### src/hw/rtl/pixel_point_operation_unit_core_defines.svh
// assertion macros for the pixel point operation unit
`ifndef PIXEL_POINT_OPERATION_UNIT_CORE_DEFINES_SVH
`define PIXEL_POINT_OPERATION_UNIT_CORE_DEFINES_SVH

// checked property, ignored while reset is asserted
`define PPOU_ASSERT(label, prop, msg) \
    label: assert property (@(posedge clk) disable iff (!rst_n) prop) else $error(msg);

// checked property, also evaluated during reset
`define PPOU_ASSERT_RST(label, prop, msg) \
    label: assert property (@(posedge clk) prop) else $error(msg);

`endif

### src/hw/rtl/ppou_pkg.sv
// shared types, constants and helper functions of the pixel point operation unit
`timescale 1ns / 1ps
`default_nettype none

package ppou_pkg;

    localparam int PIX_W    = 8;
    localparam int WEIGHT_W = 9;
    localparam int GAIN_W   = 12;
    localparam int OFFS_W   = 9;
    localparam int CFG_W    = 12;
    localparam int INDEX_W  = 3;
    // signed lane product: 13-bit gain operand times 9-bit pixel operand
    localparam int PROD_W   = 22;
    localparam int SAT_W    = 14;

    // mode codes
    localparam logic [3:0] MODE_COPY       = 4'd0;
    localparam logic [3:0] MODE_BLUE       = 4'd1;
    localparam logic [3:0] MODE_GREEN      = 4'd2;
    localparam logic [3:0] MODE_RED        = 4'd3;
    localparam logic [3:0] MODE_AVG_GRAY   = 4'd4;
    localparam logic [3:0] MODE_WGT_GRAY   = 4'd5;
    localparam logic [3:0] MODE_QUANTIZE   = 4'd6;
    localparam logic [3:0] MODE_BRIGHTNESS = 4'd7;
    localparam logic [3:0] MODE_CONTRAST   = 4'd8;
    localparam logic [3:0] MODE_NEGATIVE   = 4'd9;
    localparam logic [3:0] MODE_THRESHOLD  = 4'd10;

    // register indexes
    localparam logic [INDEX_W-1:0] REG_MODE        = 3'd0;
    localparam logic [INDEX_W-1:0] REG_RED_WEIGHT  = 3'd1;
    localparam logic [INDEX_W-1:0] REG_GREEN_WEIGHT = 3'd2;
    localparam logic [INDEX_W-1:0] REG_BLUE_WEIGHT = 3'd3;
    localparam logic [INDEX_W-1:0] REG_QUANT_LOG2  = 3'd4;
    localparam logic [INDEX_W-1:0] REG_BRIGHT_OFFS = 3'd5;
    localparam logic [INDEX_W-1:0] REG_CONTR_GAIN  = 3'd6;
    localparam logic [INDEX_W-1:0] REG_THRESHOLD   = 3'd7;

    // reciprocal of 3 in Q0.11, exact floor for sums up to 765
    localparam logic [9:0] RECIP3 = 10'd683;
    localparam logic [8:0] CONTRAST_MID = 9'd128;

    typedef struct packed {
        logic load;
        logic weighted;
    } lane_ctrl_t;

    // saturate a signed value to 0..255
    function automatic logic [PIX_W-1:0] sat_byte(input logic signed [SAT_W-1:0] v);
        logic [PIX_W-1:0] r;
        if (v < 0)
            r = '0;
        else if (v > $signed(SAT_W'(255)))
            r = '1;
        else
            r = v[PIX_W-1:0];
        return r;
    endfunction

endpackage

`default_nettype wire

### src/hw/rtl/pixel_point_operation_unit_core.sv
// top level of the pixel point operation unit: config registers, two-stage pixel pipeline
//
//  channel | direction | handshake             | payload
//  s_axis  | in        | tvalid / tready       | tdata: pix_blue, pix_green, pix_red
//  m_axis  | out       | tvalid / tready       | tdata: out_blue, out_green, out_red;
//          |           |                       | tuser: single_channel
//  cfg     | in        | we (no wait)          | index, data
//
//  one item per cycle sustained while m_axis_tready stays high; the accepting edge loads
//  stage one, and the result register takes the item once stage two can advance;
//  stage one holds the pixel, the average gray and the per-channel products,
//  stage two holds the finished result item
//  rst_n clears valid flags and loads the register reset values asynchronously
//  a stalled result holds stage two; stage one still fills, then ready drops
`timescale 1ns / 1ps
`default_nettype none

`include "pixel_point_operation_unit_core_defines.svh"

module pixel_point_operation_unit_core (
    input  wire logic                            clk,
    input  wire logic                            rst_n,
    // input pixel items
    input  wire logic                            s_axis_tvalid,
    output logic                                 s_axis_tready,
    input  wire logic [23:0]                     s_axis_tdata,  // pix_blue, pix_green, pix_red
    // result items
    output logic                                 m_axis_tvalid,
    input  wire logic                            m_axis_tready,
    output logic [23:0]                          m_axis_tdata,  // out_blue, out_green, out_red
    output logic                                 m_axis_tuser,  // single_channel
    // configuration writes
    input  wire logic                            cfg_we,
    input  wire logic [ppou_pkg::INDEX_W-1:0]    cfg_index,
    input  wire logic [ppou_pkg::CFG_W-1:0]      cfg_data
);
    import ppou_pkg::*;

    // configuration registers
    logic [3:0]          mode_reg;
    logic [WEIGHT_W-1:0] red_weight_reg;
    logic [WEIGHT_W-1:0] green_weight_reg;
    logic [WEIGHT_W-1:0] blue_weight_reg;
    logic [2:0]          quant_log2_reg;
    logic [OFFS_W-1:0]   bright_offs_reg;
    logic [GAIN_W-1:0]   contr_gain_reg;
    logic [PIX_W-1:0]    threshold_reg;

    always_ff @(posedge clk or negedge rst_n)
    begin
        if (!rst_n)
        begin
            mode_reg         <= MODE_COPY;
            red_weight_reg   <= 9'd77;
            green_weight_reg <= 9'd150;
            blue_weight_reg  <= 9'd29;
            quant_log2_reg   <= 3'd4;
            bright_offs_reg  <= 9'd33;
            contr_gain_reg   <= 12'd128;
            threshold_reg    <= 8'd100;
        end
        else if (cfg_we)
        begin
            case (cfg_index)
                REG_MODE:         mode_reg         <= cfg_data[3:0];
                REG_RED_WEIGHT:   red_weight_reg   <= cfg_data[WEIGHT_W-1:0];
                REG_GREEN_WEIGHT: green_weight_reg <= cfg_data[WEIGHT_W-1:0];
                REG_BLUE_WEIGHT:  blue_weight_reg  <= cfg_data[WEIGHT_W-1:0];
                REG_QUANT_LOG2:   quant_log2_reg   <= cfg_data[2:0];
                REG_BRIGHT_OFFS:  bright_offs_reg  <= cfg_data[OFFS_W-1:0];
                REG_CONTR_GAIN:   contr_gain_reg   <= cfg_data[GAIN_W-1:0];
                REG_THRESHOLD:    threshold_reg    <= cfg_data[PIX_W-1:0];
                default:          ;
            endcase
        end
    end

    // pipeline handshake
    logic in_valid_reg;
    logic out_valid_reg;
    logic out_advance;
    logic in_load;

    assign out_advance   = !out_valid_reg || m_axis_tready;
    assign s_axis_tready = !in_valid_reg || out_advance;
    assign in_load       = s_axis_tvalid && s_axis_tready;

    always_ff @(posedge clk or negedge rst_n)
    begin
        if (!rst_n)
        begin
            in_valid_reg  <= 1'b0;
            out_valid_reg <= 1'b0;
        end
        else
        begin
            if (in_load)
                in_valid_reg <= 1'b1;
            else if (out_advance)
                in_valid_reg <= 1'b0;
            if (out_advance)
                out_valid_reg <= in_valid_reg;
        end
    end

    // stage one: per-channel lanes and the average gray
    lane_ctrl_t                lane_ctrl;
    logic [PIX_W-1:0]          blue_reg, green_reg, red_reg;
    logic signed [PROD_W-1:0]  blue_prod_reg, green_prod_reg, red_prod_reg;

    assign lane_ctrl.load     = in_load;
    assign lane_ctrl.weighted = (mode_reg == MODE_WGT_GRAY);

    ppou_lane u_lane_blue (
        .clk      (clk),
        .ctrl     (lane_ctrl),
        .pix      (s_axis_tdata[7:0]),
        .weight   (blue_weight_reg),
        .gain     (contr_gain_reg),
        .pix_reg  (blue_reg),
        .prod_reg (blue_prod_reg)
    );

    ppou_lane u_lane_green (
        .clk      (clk),
        .ctrl     (lane_ctrl),
        .pix      (s_axis_tdata[15:8]),
        .weight   (green_weight_reg),
        .gain     (contr_gain_reg),
        .pix_reg  (green_reg),
        .prod_reg (green_prod_reg)
    );

    ppou_lane u_lane_red (
        .clk      (clk),
        .ctrl     (lane_ctrl),
        .pix      (s_axis_tdata[23:16]),
        .weight   (red_weight_reg),
        .gain     (contr_gain_reg),
        .pix_reg  (red_reg),
        .prod_reg (red_prod_reg)
    );

    // (r + g + b) / 3 by reciprocal multiply
    logic [9:0]       pix_sum;
    logic [19:0]      avg_scaled;
    logic [PIX_W-1:0] avg_reg;

    assign pix_sum    = 10'(s_axis_tdata[7:0]) + 10'(s_axis_tdata[15:8])
                      + 10'(s_axis_tdata[23:16]);
    assign avg_scaled = 20'(pix_sum) * 20'(RECIP3);

    always_ff @(posedge clk)
    begin
        if (in_load)
            avg_reg <= avg_scaled[18:11];
    end

    // stage two: mode select, sums and clamps
    logic signed [PROD_W+1:0] wsum;
    logic [PIX_W-1:0]         wgray;
    logic [2:0]               quant_n;
    logic [11:0]              quant_full;
    logic signed [SAT_W-1:0]  offs_ext;

    logic [PIX_W-1:0] ob_next, og_next, or_next;
    logic             single_next;

    // contrast: floor(prod / 256) + 128, clamped
    function automatic logic [PIX_W-1:0] contrast_chan(input logic signed [PROD_W-1:0] p);
        logic signed [SAT_W-1:0] q;
        q = SAT_W'(p >>> 8) + $signed(SAT_W'(128));
        return sat_byte(q);
    endfunction

    always_comb
    begin
        wsum = (PROD_W+2)'(blue_prod_reg) + (PROD_W+2)'(green_prod_reg)
             + (PROD_W+2)'(red_prod_reg);
        // weighted sums beyond the 8-bit range saturate
        if (|wsum[PROD_W+1:16])
            wgray = '1;
        else
            wgray = wsum[15:8];

        // out-of-range level counts fold to the nearest legal one
        if (quant_log2_reg == 3'd0)
            quant_n = 3'd1;
        else if (quant_log2_reg > 3'd4)
            quant_n = 3'd4;
        else
            quant_n = quant_log2_reg;
        case (quant_n)
            3'd1:    quant_full = 12'(avg_reg[7])   * 12'd255;
            3'd2:    quant_full = 12'(avg_reg[7:6]) * 12'd85;
            3'd3:    quant_full = 12'(avg_reg[7:5]) * 12'd36;
            default: quant_full = 12'(avg_reg[7:4]) * 12'd17;
        endcase

        offs_ext = SAT_W'($signed(bright_offs_reg));

        ob_next     = blue_reg;
        og_next     = green_reg;
        or_next     = red_reg;
        single_next = 1'b0;
        case (mode_reg)
            MODE_BLUE:
            begin
                og_next = '0;
                or_next = '0;
            end
            MODE_GREEN:
            begin
                ob_next = '0;
                or_next = '0;
            end
            MODE_RED:
            begin
                ob_next = '0;
                og_next = '0;
            end
            MODE_AVG_GRAY:
            begin
                ob_next     = avg_reg;
                single_next = 1'b1;
            end
            MODE_WGT_GRAY:
            begin
                ob_next     = wgray;
                single_next = 1'b1;
            end
            MODE_QUANTIZE:
            begin
                ob_next     = quant_full[PIX_W-1:0];
                single_next = 1'b1;
            end
            MODE_BRIGHTNESS:
            begin
                ob_next = sat_byte($signed(SAT_W'(blue_reg)) + offs_ext);
                og_next = sat_byte($signed(SAT_W'(green_reg)) + offs_ext);
                or_next = sat_byte($signed(SAT_W'(red_reg)) + offs_ext);
            end
            MODE_CONTRAST:
            begin
                ob_next = contrast_chan(blue_prod_reg);
                og_next = contrast_chan(green_prod_reg);
                or_next = contrast_chan(red_prod_reg);
            end
            MODE_NEGATIVE:
            begin
                ob_next = ~blue_reg;
                og_next = ~green_reg;
                or_next = ~red_reg;
            end
            MODE_THRESHOLD:
            begin
                ob_next     = (avg_reg < threshold_reg) ? '0 : '1;
                single_next = 1'b1;
            end
            default: ;  // unused codes pass the pixel through
        endcase
        // one-channel results carry the gray value in blue only
        if (single_next)
        begin
            og_next = '0;
            or_next = '0;
        end
    end

    // result register
    logic [23:0] out_data_reg;
    logic        out_user_reg;

    always_ff @(posedge clk)
    begin
        if (out_advance && in_valid_reg)
        begin
            out_data_reg <= {or_next, og_next, ob_next};
            out_user_reg <= single_next;
        end
    end

    assign m_axis_tvalid = out_valid_reg;
    assign m_axis_tdata  = out_data_reg;
    assign m_axis_tuser  = out_user_reg;

    // checks
    `PPOU_ASSERT_RST(a_reset_empty, !rst_n |=> !in_valid_reg && !out_valid_reg,
        "pipeline not empty during reset")
    `PPOU_ASSERT(a_no_overrun, in_load |-> !(in_valid_reg && !out_advance),
        "item accepted into a full, stalled stage")
    `PPOU_ASSERT(a_stage_moves, in_valid_reg && out_advance |=> out_valid_reg,
        "stage one item lost on its way to the result register")
    `PPOU_ASSERT(a_single_zero, m_axis_tvalid && m_axis_tuser |-> m_axis_tdata[23:8] == 16'd0,
        "one-channel result with nonzero green or red")
    `PPOU_ASSERT(a_thresh_binary,
        m_axis_tvalid && (mode_reg == MODE_THRESHOLD)
            |-> m_axis_tdata[7:0] == 8'd0 || m_axis_tdata[7:0] == 8'd255,
        "threshold result is neither black nor white")

endmodule

`default_nettype wire

### src/hw/rtl/ppou_lane.sv
// one color channel: pixel register and weight or contrast product register
`timescale 1ns / 1ps
`default_nettype none

module ppou_lane (
    input  wire logic                              clk,
    input  wire ppou_pkg::lane_ctrl_t              ctrl,
    input  wire logic [ppou_pkg::PIX_W-1:0]        pix,
    input  wire logic [ppou_pkg::WEIGHT_W-1:0]     weight,
    input  wire logic [ppou_pkg::GAIN_W-1:0]       gain,
    output logic      [ppou_pkg::PIX_W-1:0]        pix_reg,
    output logic signed [ppou_pkg::PROD_W-1:0]     prod_reg
);
    import ppou_pkg::*;

    logic signed [GAIN_W:0]     a_op;
    logic signed [PIX_W:0]      b_op;
    logic [PIX_W:0]             centered;
    logic signed [PROD_W-1:0]   prod_next;

    // weighted gray: pixel times weight; contrast: gain times (pixel - 128)
    always_comb
    begin
        centered = {1'b0, pix} - CONTRAST_MID;
        if (ctrl.weighted)
        begin
            a_op = $signed({{(GAIN_W + 1 - WEIGHT_W){1'b0}}, weight});
            b_op = $signed({1'b0, pix});
        end
        else
        begin
            a_op = $signed({1'b0, gain});
            b_op = $signed(centered);
        end
        prod_next = PROD_W'(a_op) * PROD_W'(b_op);
    end

    always_ff @(posedge clk)
    begin
        if (ctrl.load)
        begin
            pix_reg  <= pix;
            prod_reg <= prod_next;
        end
    end

endmodule

`default_nettype wire

### config.mk
export PLATFORM = sky130hd
export DESIGN_NAME = pixel_point_operation_unit_core
export DESIGN_NICKNAME = d
export VERILOG_FILES = /design/src/hw/rtl/ppou_pkg.sv /design/src/hw/rtl/pixel_point_operation_unit_core.sv /design/src/hw/rtl/ppou_lane.sv
export VERILOG_INCLUDE_DIRS = /design/src /design/src/hw/rtl
export SDC_FILE = /design/constraint.sdc
export NUM_CORES = 1
export LEC_CHECK = 0
export BUFFER_PORTS_ARGS = -buffer_cell sky130_fd_sc_hd__buf_2
export CAP_MARGIN = 20
export CORE_MARGIN = 4
export CORE_UTILIZATION = 70
export DETAILED_ROUTE_END_ITERATION = 10
export PLACE_DENSITY_LB_ADDON = 0.2
export SYNTH_ARGS = -nofsm -noshare
export SYNTH_HDL_FRONTEND = slang
export SYNTH_SLANG_ARGS = --single-unit
### constraint.sdc
create_clock -name clk -period 11.8 [get_ports clk]
set_clock_uncertainty 0.1 [all_clocks]
set_input_delay 2.36 -clock clk [delete_from_list [all_inputs] [get_ports clk]]
set_output_delay 2.36 -clock clk [all_outputs]
set_load 0.05 [all_outputs]
=== After elaboration in Yosys (flattened, before gate mapping) ===
Cells that the tools add are included.
Widths: inputs -> output; s select.

* Add/sub/neg operators: 13
* Multipliers: 8
* Div/mod/pow operators: 0
* Order comparisons: 14
* Equality and inequality tests: 20
* Shifts and indexed selects: 0
* Mux-type cells: 29
* Bitwise gates (word level): 3
* Reduce and logical (&&, ||, !) cells: 22

{| class="wikitable"
|+ Operator list
! operator !! count
|-
| $mux 8 || 14
|-
| $mul 13x9->22 || 3
|-
| $pmux 8 s4 || 2
|-
| $pmux 8 s8 || 1
|-
| $add 14x9->14 const B || 3
|-
| $gt 14x9->1 const B || 3
|-
| $lt 14x1->1 const B || 3
|-
| $mux 12 || 3
|-
| $add 9x9->10 || 3
|-
| $gt 10x9->1 const B || 3
|-
| $lt 10x1->1 const B || 3
|-
| $mux 9 || 3
|-
| $sub 8x8->9 const B || 3
|-
| $add 23x22->24 || 1
|-
| $not 8->8 || 3
|-
| $pmux 8 s3 || 1
|-
| $add 22x22->23 || 1
|-
| $mul 10x10->19 const B || 1
|-
| $eq 4x3->1 const B || 4
|-
| $reduce_and 2->1 || 8
|-
| $eq 3x2->1 const B || 4
|-
| $eq 3x3->1 const B || 4
|-
| $eq 4x4->1 const B || 3
|-
| $add 9x8->10 || 1
|-
| 20 further kinds || 31
|}

* Bits in registers: 188
* Bits in latches: 0
* Memory bits (writable): 0
* ROM bits: 0
* Input bits: 44
* Output and inout port bits: 27
* Memories: 0

=== Depth between registers and ports, before layout ===
Gate-level depths: netlist of run 1.

* Word-level depth: 6
* Mapped depth: 28

=== By module ===
Synthesis of run 1 repeated with hierarchy kept, for this count alone.

* Cells, all modules: 2344
* Area total of the unflattened synthesis: 23679.0 um^2

{| class="wikitable"
|+ Modules (own cells, without submodules)
! module !! times used !! cells an instance !! area an instance (um^2) !! seq. area each (um^2)
|-
| pixel_point_operation_unit_core || 1 || 975 || 9624.2 || 2641.3
|-
| ppou_lane (u_lane_blue) || 1 || 470 || 4753.3 || 900.9
|-
| ppou_lane (u_lane_red) || 1 || 454 || 4694.5 || 900.9
|-
| ppou_lane (u_lane_green) || 1 || 445 || 4606.9 || 900.9
|}

=== Least setup slack after synthesis of run 1 ===
OpenSTA, ideal clock, no wires.

* Kind: input to register
* Start: input s_axis_tdata[1]
* End: register avg_reg[7], data pin
* Setup time: 268 ps
* Arrival time: 8323 ps
* Data required time: 11432 ps
* Path slack: 3109 ps
* Cell stages on the path: 28
* Path buffers: 0
* Cells stage by stage: inv_1 > fa_1 > inv_1 > ha_1 > inv_1 > fa_1 > inv_1 > a21oi_1 > o21bai_1 > a21oi_1 > o21bai_1 > xor2_1 > xnor2_1 > inv_1 > ha_1 > inv_1 > fa_1 > inv_1 > fa_1 > fa_1 > ha_1 > a21o_1 > a21oi_1 > o21ai_0 > a311oi_1 > nor3_1 > a2111oi_0 > xnor3_1

* Word-level cells in the longest chain between the ends: 3

{| class="wikitable"
|+ RTL lines
! item !! line !! text
|-
| start: declaration || pixel_point_operation_unit_core.sv:26 || <nowiki>input wire logic [23:0] s_axis_tdata,</nowiki>
|-
| $add 8x8->9 || pixel_point_operation_unit_core.sv:149 || <nowiki>assign pix_sum = 10'(s_axis_tdata[7:0]) + 10'(s_axis_tdata[15:8])</nowiki>
|-
| $add 9x8->10 || pixel_point_operation_unit_core.sv:150 || <nowiki>+ 10'(s_axis_tdata[23:16]);</nowiki>
|-
| $mul 10x10->19 || pixel_point_operation_unit_core.sv:151 || <nowiki>assign avg_scaled = 20'(pix_sum) * 20'(RECIP3);</nowiki>
|-
| via avg_scaled[18] || pixel_point_operation_unit_core.sv:146 || <nowiki>logic [19:0] avg_scaled;</nowiki>
|-
| end signal: assignment || pixel_point_operation_unit_core.sv:156 || <nowiki>avg_reg <= avg_scaled[18:11];</nowiki>
|-
| end: declaration || pixel_point_operation_unit_core.sv:147 || <nowiki>logic [PIX_W-1:0] avg_reg;</nowiki>
|}

The timed path passes the listed nets, and every way through them passes these cells.
A chain may end at the register's enable or synchronous reset.

=== Final worst setup path of run 1 ===
* Start: input s_axis_tdata[17]
* End: register avg_reg[7], data pin

* Word-level cells in the longest chain between the ends: 2

{| class="wikitable"
|+ RTL lines
! item !! line
|-
| $add 9x8->10 || pixel_point_operation_unit_core.sv:150
|-
| $mul 10x10->19 || pixel_point_operation_unit_core.sv:151
|-
| via avg_scaled[18] || pixel_point_operation_unit_core.sv:146
|}

The timed path passes the listed nets, and every way through them passes these cells.

==> reports/results.tsv, run 1 <==
stage	metric	value	unit
synthesis	postSynthCellCount	2384	
critical_path	critPathCaptureType	flip-flop	
cts	cts_buffer_depth	2	
routing	postRouteAntennaNets	0	
sta	max_slew_margin	0.274	
synthesis	yosysTopAreaCell	fa_1	
sta	max_freq	0.107	GHz
place	hpwlAfterDp	50700	um
cts	cts_tree	done	
die	dieArea	36300	sq um
critical_path	worstPathMaxFanout	12	
synthesis	synth_flop_cell	edfxtp_1	
sta	post-route-period-util	0.793	
die	core	32700	sq um
outcome	status	complete, no violations	
die	fp.dieW	191	um
synthesis	yosys-top-cells-count	364 x inv_1, 298 x ha_1, 265 x fa_1, 265 x nand2_1, 133 x nor2_1	
synthesis	yosysMostFrequentCell	inv_1	
sta	slew_viol_final	0	
synthesis	ys_seq_elements	188	
die	rows	66	
synthesis	synth_area_leaders	fa_1 23%, ha_1 16%, edfxtp_1 16%	
sta	rsz0062_at_grt	false	
min_path	hold_path_startpoint	in_valid_reg$_DFFE_PN0P_	
routing	wl	63300	um
min_path	hold_class	reg2reg	
sta	setup_viol	0	
finish	multi_input_area	16400	sq um
finish	nFillCells	2319	
finish	seq_area	5340	sq um
min_path	hold_depth	1	
die	die-height	191	um
routing	vias	18200	
routing	firstDrtPassIters	6	
finish	finish.net_count	3030	
critical_path	reg2reg_to	u_lane_green.prod_reg[21]$_DFFE_PP_	
finish	largest_reg_flops	24	
finish	area_growth	5.78	%
global_route	antenna_found_initial	8	
critical_path	r2r_slack	2960	ps
global_route	grt_pass1_wl	100000	um
critical_path	crit_family	adder cells	
cts	clock-sinks	188	
critical_path	r2r_cells	26	
sta	hold_violations	0	
synthesis	ys_types	76	
synthesis	ys_seq_area_frac	0.229	
routing	wl_per_cell	22.0	um
die	start_util	0.713	
cts	cts_setup_buffers	0	
min_path	worstHoldEndpoint	m_axis_tvalid$_DFFE_PN0P_	
synthesis	yosysTopAreaCellShare	0.227	
synthesis	netlist_area	23300	sq um
critical_path	cp_num_buf_inv	8	
cts	htreeDepth	4	
critical_path	slowest_stage	fa_1	
global_route	grt_max_degree	88	
cts	cts_root_buf	clkbuf_16	
critical_path	max_stage_delay	530	ps
routing	drtIter0Drc	1633	
routing	routed_via_density	6.31	
sta	setup_tns	0	ps
synthesis	ys_async_sr_fraction	0.346	
cts	cts.repair.resized	0	
synthesis	synth_nets	2991	
place	port-buffer-count	70	
synthesis	avgSynthCellArea	9.78	sq um
critical_path	criticalPathCategory	in2reg	
cts	numCtsBuffers	17	
critical_path	r2r_start	mode_reg[2]$_DFFE_PN0P_	
global_route	grt_overflow_total	0	
routing	drc	0	
sta	period_minus_slack	9360	ps
cts	insertion_delay	450	ps
critical_path	startpoint	s_axis_tdata[17]	
cts	cts_hold_buf	0	
critical_path	required	11900	ps
place	routabilityCongestion	1.01	
critical_path	cp.arrival	9460	ps
finish	drive_gt1_frac	0.0891	
job	cap_violations	0	
cts	clk_pin_slew	70	ps
synthesis	yosys_warnings	0	
critical_path	crit_top_cell	inv_1	
global_route	grt_util_all_layers	0.359	
global_route	grt_pass1_vias	18700	
sta	worstMarginPinSlew	1090	ps
synthesis	synth-edff-count	123	
critical_path	worst_setup_path_start_kind	input port	
die	ios	71	
## cell families after synthesis
logic type,synth area share
xor gates and xnor gates,0.0348
AOI/OAI and AO/OA,0.0981
DFF,0.229
and+or+nand+nor,0.149
adders and majority gates,0.387
buffers and inverters,0.0687
muxes,0.0326
## cell type report
| type | instances | share of cell area |
|---|---|---|
| Tap cell | 442 | 0.0224 |
| Multi-Input combinational cell | 1770 | 0.664 |
| Inverter | 364 | 0.0554 |
| Antenna cell | 2 | 0.000203 |
| Clock buffer | 18 | 0.0174 |
| Sequential cell | 188 | 0.217 |
| Timing Repair Buffer | 82 | 0.0187 |
| Clock inverter | 14 | 0.00543 |
## worst register-to-register path: cells and delay by family (launching register included)
kind / cells / cell delay, ps
buffers and inverters: 8 / 1520
xor gates and xnor gates: 1 / 80
and+or+nand+nor: 5 / 1470
AOI/OAI and AO/OA: 6 / 2050
DFF: 1 / 510
adders and majority gates: 6 / 2860
## routing by layer
| metal | vias up | GRT usage | routed length (um) |
|---|---|---|---|
| li1 | 8102 | - | - |
| met5 | - | 0 | 23 |
| met2 | 959 | 0.591 | 29700 |
| met3 | 253 | 0.0749 | 6230 |
| met4 | 4 | 0.177 | 3860 |
| met1 | 8846 | 0.456 | 23500 |
## how the worst max path moves through the flow
stage               cells after the start  slack [ps]                   end
global placement                       29        2270  avg_reg[7]$_DFFE_PP_
floorplan                              28        3110  avg_reg[7]$_DFFE_PP_
detailed placement                     29        2050  avg_reg[7]$_DFFE_PP_
CTS                                    29        2510  avg_reg[7]$_DFFE_PP_
global route                           29        1990  avg_reg[7]$_DFFE_PP_
finish                                 29        2440  avg_reg[7]$_DFFE_PP_
## placed cells by master (no fill, tap or decap), types with 8 or more instances in the layout
cell,count
a2111oi_0,14
a21o_1,31
a21oi_1,93
a221oi_1,10
a31oi_1,8
and2_1,92
and3_1,34
buf_2,70
buf_4,11
clkbuf_16,17
dfrtp_1,46
dfstp_2,19
edfxtp_1,123
fa_1,265
ha_1,298
inv_1,364
mux2_2,63
nand2_1,265
nand2b_1,36
nand3_1,31
nand4_1,10
nor2_1,133
nor2b_1,24
nor3_1,42
nor3b_1,10
o21a_1,9
o21ai_0,44
o21bai_1,16
o221ai_1,13
o22ai_1,8
o311ai_0,9
o31ai_1,11
or3_1,12
xnor2_1,59
xor2_1,31
## stage by stage
stage | hold slack [ps] | instances | area (sq um) | setup slack, ps | util
5_1_grt | 408 | 2879 | 24700 | 1990 | 0.754
3_3_place_gp | 357 | 2845 | 24100 | 2270 | 0.736
3_5_place_dp | 378 | 2845 | 24100 | 2050 | 0.736
4_1_cts | 383 | 2877 | 24600 | 2510 | 0.753
2_1_floorplan | 349 | 2384 | 23300 | 3110 | -
6_report | 379 | 2880 | 24700 | 2440 | 0.754
Power of run 1 is not shown: default switching activity piles up to over one toggle a cycle in this logic, so the estimate is an artifact.
==> run 2: changes to the inputs <==
--- a/config.mk
+++ b/config.mk
@@ -9,7 +9,7 @@
 export BUFFER_PORTS_ARGS = -buffer_cell sky130_fd_sc_hd__buf_2
 export CAP_MARGIN = 20
 export CORE_MARGIN = 4
-export CORE_UTILIZATION = 70
+export CORE_UTILIZATION = 65
 export DETAILED_ROUTE_END_ITERATION = 10
 export PLACE_DENSITY_LB_ADDON = 0.2
 export SYNTH_ARGS = -nofsm -noshare
==> constraint.sdc (replaced) <==
create_clock -name clk -period 8.75 [get_ports clk]
set_clock_uncertainty 0.1 [all_clocks]
set_input_delay 1.75 -clock clk [delete_from_list [all_inputs] [get_ports clk]]
set_output_delay 1.75 -clock clk [all_outputs]
set_load 0.05 [all_outputs]
==> run 2 against run 1 <==
- routed wire length is 1.3% higher
- utilization is 5.2 points lower
- cell count is 1.6% higher
- via count is 0.52% lower
- highest routed layer unchanged
- sequential share of layout area is 0.22 points lower
- die area is 7.4% higher
- flip-flop and latch count stayed put
- first-iteration DRC count is 17% lower
==> reports/results.tsv, run 2 (synthesis results as in run 1) <==
stage	metric	value	unit	change
sta	rsz0062_at_grt	false		unchanged
cts	cts_tree	done		unchanged
die	core	35500	sq um	was 32700 sq um
place	port-buffer-count	70		unchanged
critical_path	max_stage_delay	520	ps	was 530 ps
sta	max_slew_margin	0.328		was 0.274
critical_path	crit_top_cell	inv_1		unchanged
critical_path	r2r_cells	24		was 26
routing	drc	0		unchanged
sta	post-route-period-util	0.951		
routing	wl	64100	um	was 63300 um
sta	slew_viol_final	0		unchanged
finish	nFillCells	2721		was 2319
min_path	hold_path_startpoint	in_valid_reg$_DFFE_PN0P_		unchanged
critical_path	startpoint	s_axis_tdata[9]		was s_axis_tdata[17]
routing	vias	18100		was 18200
die	start_util	0.657		was 0.713
die	fp.dieW	197	um	was 191 um
sta	worstMarginPinSlew	1010	ps	was 1090 ps
critical_path	worstPathMaxFanout	3		was 12
place	post_dp_cell_area	24300	sq um	was 24100 sq um
cts	cts_setup_buffers	0		unchanged
place	routabilityCongestion	1.00		was 1.01
global_route	grt_overflow_total	0		unchanged
finish	finalNonFillerCells	2926		was 2880
sta	hold_violations	0		unchanged
global_route	grt_util_all_layers	0.341		was 0.359
die	die-height	197	um	was 191 um
cts	clock-sinks	188		unchanged
die	rows	69		was 66
critical_path	cp.arrival	8410	ps	was 9460 ps
sta	setup_viol	0		unchanged
cts	clk_pin_slew	70	ps	about the same
critical_path	crit_family	adder cells		unchanged
routing	routed_via_density	6.18		was 6.31
finish	largest_reg_flops	24		unchanged
global_route	antenna_found_initial	4		was 8
critical_path	criticalPathCategory	in2reg		unchanged
sta	period_minus_slack	8320	ps	
finish	final_cell_mix	364 x inv_1, 298 x ha_1, 265 x nand2_1, 265 x fa_1, 133 x nor2_1		unchanged
die	dieArea	39000	sq um	was 36300 sq um
routing	firstDrtPassIters	6		unchanged
finish	area_growth	6.86	%	was 5.78%
finish	drive_gt1_frac	0.101		was 0.0891
critical_path	worst_setup_path_start_kind	input port		unchanged
global_route	grt_pass1_vias	18800		was 18700
cts	cts_buffer_depth	2		unchanged
place	dp_cells	2892		was 2845
cts	insertion_delay	460	ps	was 450 ps
place	hpwlAfterDp	52400	um	was 50700 um
job	cap_violations	0		unchanged
finish	mostFrequentLayoutCell	inv_1		unchanged
routing	wl_per_cell	21.9	um	was 22.0 um
critical_path	required	8840	ps	was 11900 ps
cts	numCtsBuffers	17		unchanged
cts	cts.repair.resized	0		unchanged
cts	cts_hold_buf	0		unchanged
sta	setup_tns	0	ps	unchanged
global_route	grt_pass1_wl	102000	um	was 100000 um
sta	max_freq	0.120	GHz	
min_path	hold_depth	1		unchanged
critical_path	critPathCaptureType	flip-flop		unchanged
routing	drtIter0Drc	1354		was 1633
critical_path	r2r_slack	560	ps	was 2960 ps
cts	cts_root_buf	clkbuf_16		unchanged
place	dpl_worst_slack	25.3	ps	was 2050 ps
sta	postLayoutSetupSlackWorst	433	ps	was 2440 ps
min_path	hold_class	reg2reg		unchanged
finish	design_area	24900	sq um	was 24700 sq um
die	ios	71		unchanged
critical_path	reg2reg_to	u_lane_green.prod_reg[21]$_DFFE_PP_		unchanged
critical_path	cp_num_buf_inv	8		unchanged
finish	finish.net_count	3058		was 3030
cts	htreeDepth	4		unchanged
min_path	worstHoldEndpoint	m_axis_tvalid$_DFFE_PN0P_		unchanged
routing	postRouteAntennaNets	0		unchanged
critical_path	r2r_start	mode_reg[1]$_DFFE_PN0P_		was mode_reg[2]$_DFFE_PN0P_
critical_path	slowest_stage	fa_1		unchanged
global_route	grt_max_degree	80		was 88
outcome	status	complete, no violations		unchanged
## run 2: changes by cell type in the layout (fill, tap and decap cells not counted), sizes merged
| cell | before | now |
|---|---|---|
| buf | 82 | 110 |
| clkbuf | 18 | 17 |
| clkinv | 4 | 6 |
| diode | 2 | 1 |
| inv | 371 | 370 |
## run 2: worst max-delay path by stage
stage / slack, ps / cells after the start / to
after floorplan: 670 / 28 / avg_reg[7]$_DFFE_PP_
after global placement: 200 / 29 / avg_reg[7]$_DFFE_PP_
after detailed placement: 30 / 29 / avg_reg[7]$_DFFE_PP_
after CTS: 520 / 29 / avg_reg[7]$_DFFE_PP_
after global routing: 110 / 24 / u_lane_green.prod_reg[21]$_DFFE_PP_
final: 430 / 29 / avg_reg[7]$_DFFE_PP_
## run 2: metrics by stage
step,hold WS (ps),utilization
finish,394,0.702
CTS,400,0.701
global route,426,0.702
global placement,366,0.685
detailed placement,382,0.685
floorplan,349,-
## run 2: cell type report
cell class              instances  area (sq um)  share of cell area
inverters                     364          1370              0.0548
multi-input cells            1770         16400               0.657
flip-flops and latches        188          5340               0.214
diodes                          1          2.50            0.000100
clock inverters                15           158             0.00633
clock buffers                  17           425              0.0171
well taps                     461           577              0.0231
repair buffers                110           671              0.0269
## run 2: worst register-to-register path, stage by stage, from the launching register on
cell and delay [ps]:
dfrtp_1 640, inv_1 170, and3_1 230, inv_1 620, nand2_1 340, nand2_1 420, nand2_1 140, fa_1 510
fa_1 530, inv_1 50, ha_1 270, inv_1 50, fa_1 530, inv_1 50, ha_1 290, ha_1 230
fa_1 410, a21oi_1 310, o21bai_1 170, a2111oi_0 590, o31ai_1 220, o41ai_1 580, o211ai_1 180, a21oi_1 210
xnor2_1 80
## run 2: metal layers
metal,track usage,wire length (um),vias up
li1,-,-,8166
met1,0.450,25100,8850
met2,0.549,29700,839
met3,0.0679,6030,213
met4,0.154,3290,2
met5,0,17,-
Power of run 2 is left out for the same reason.
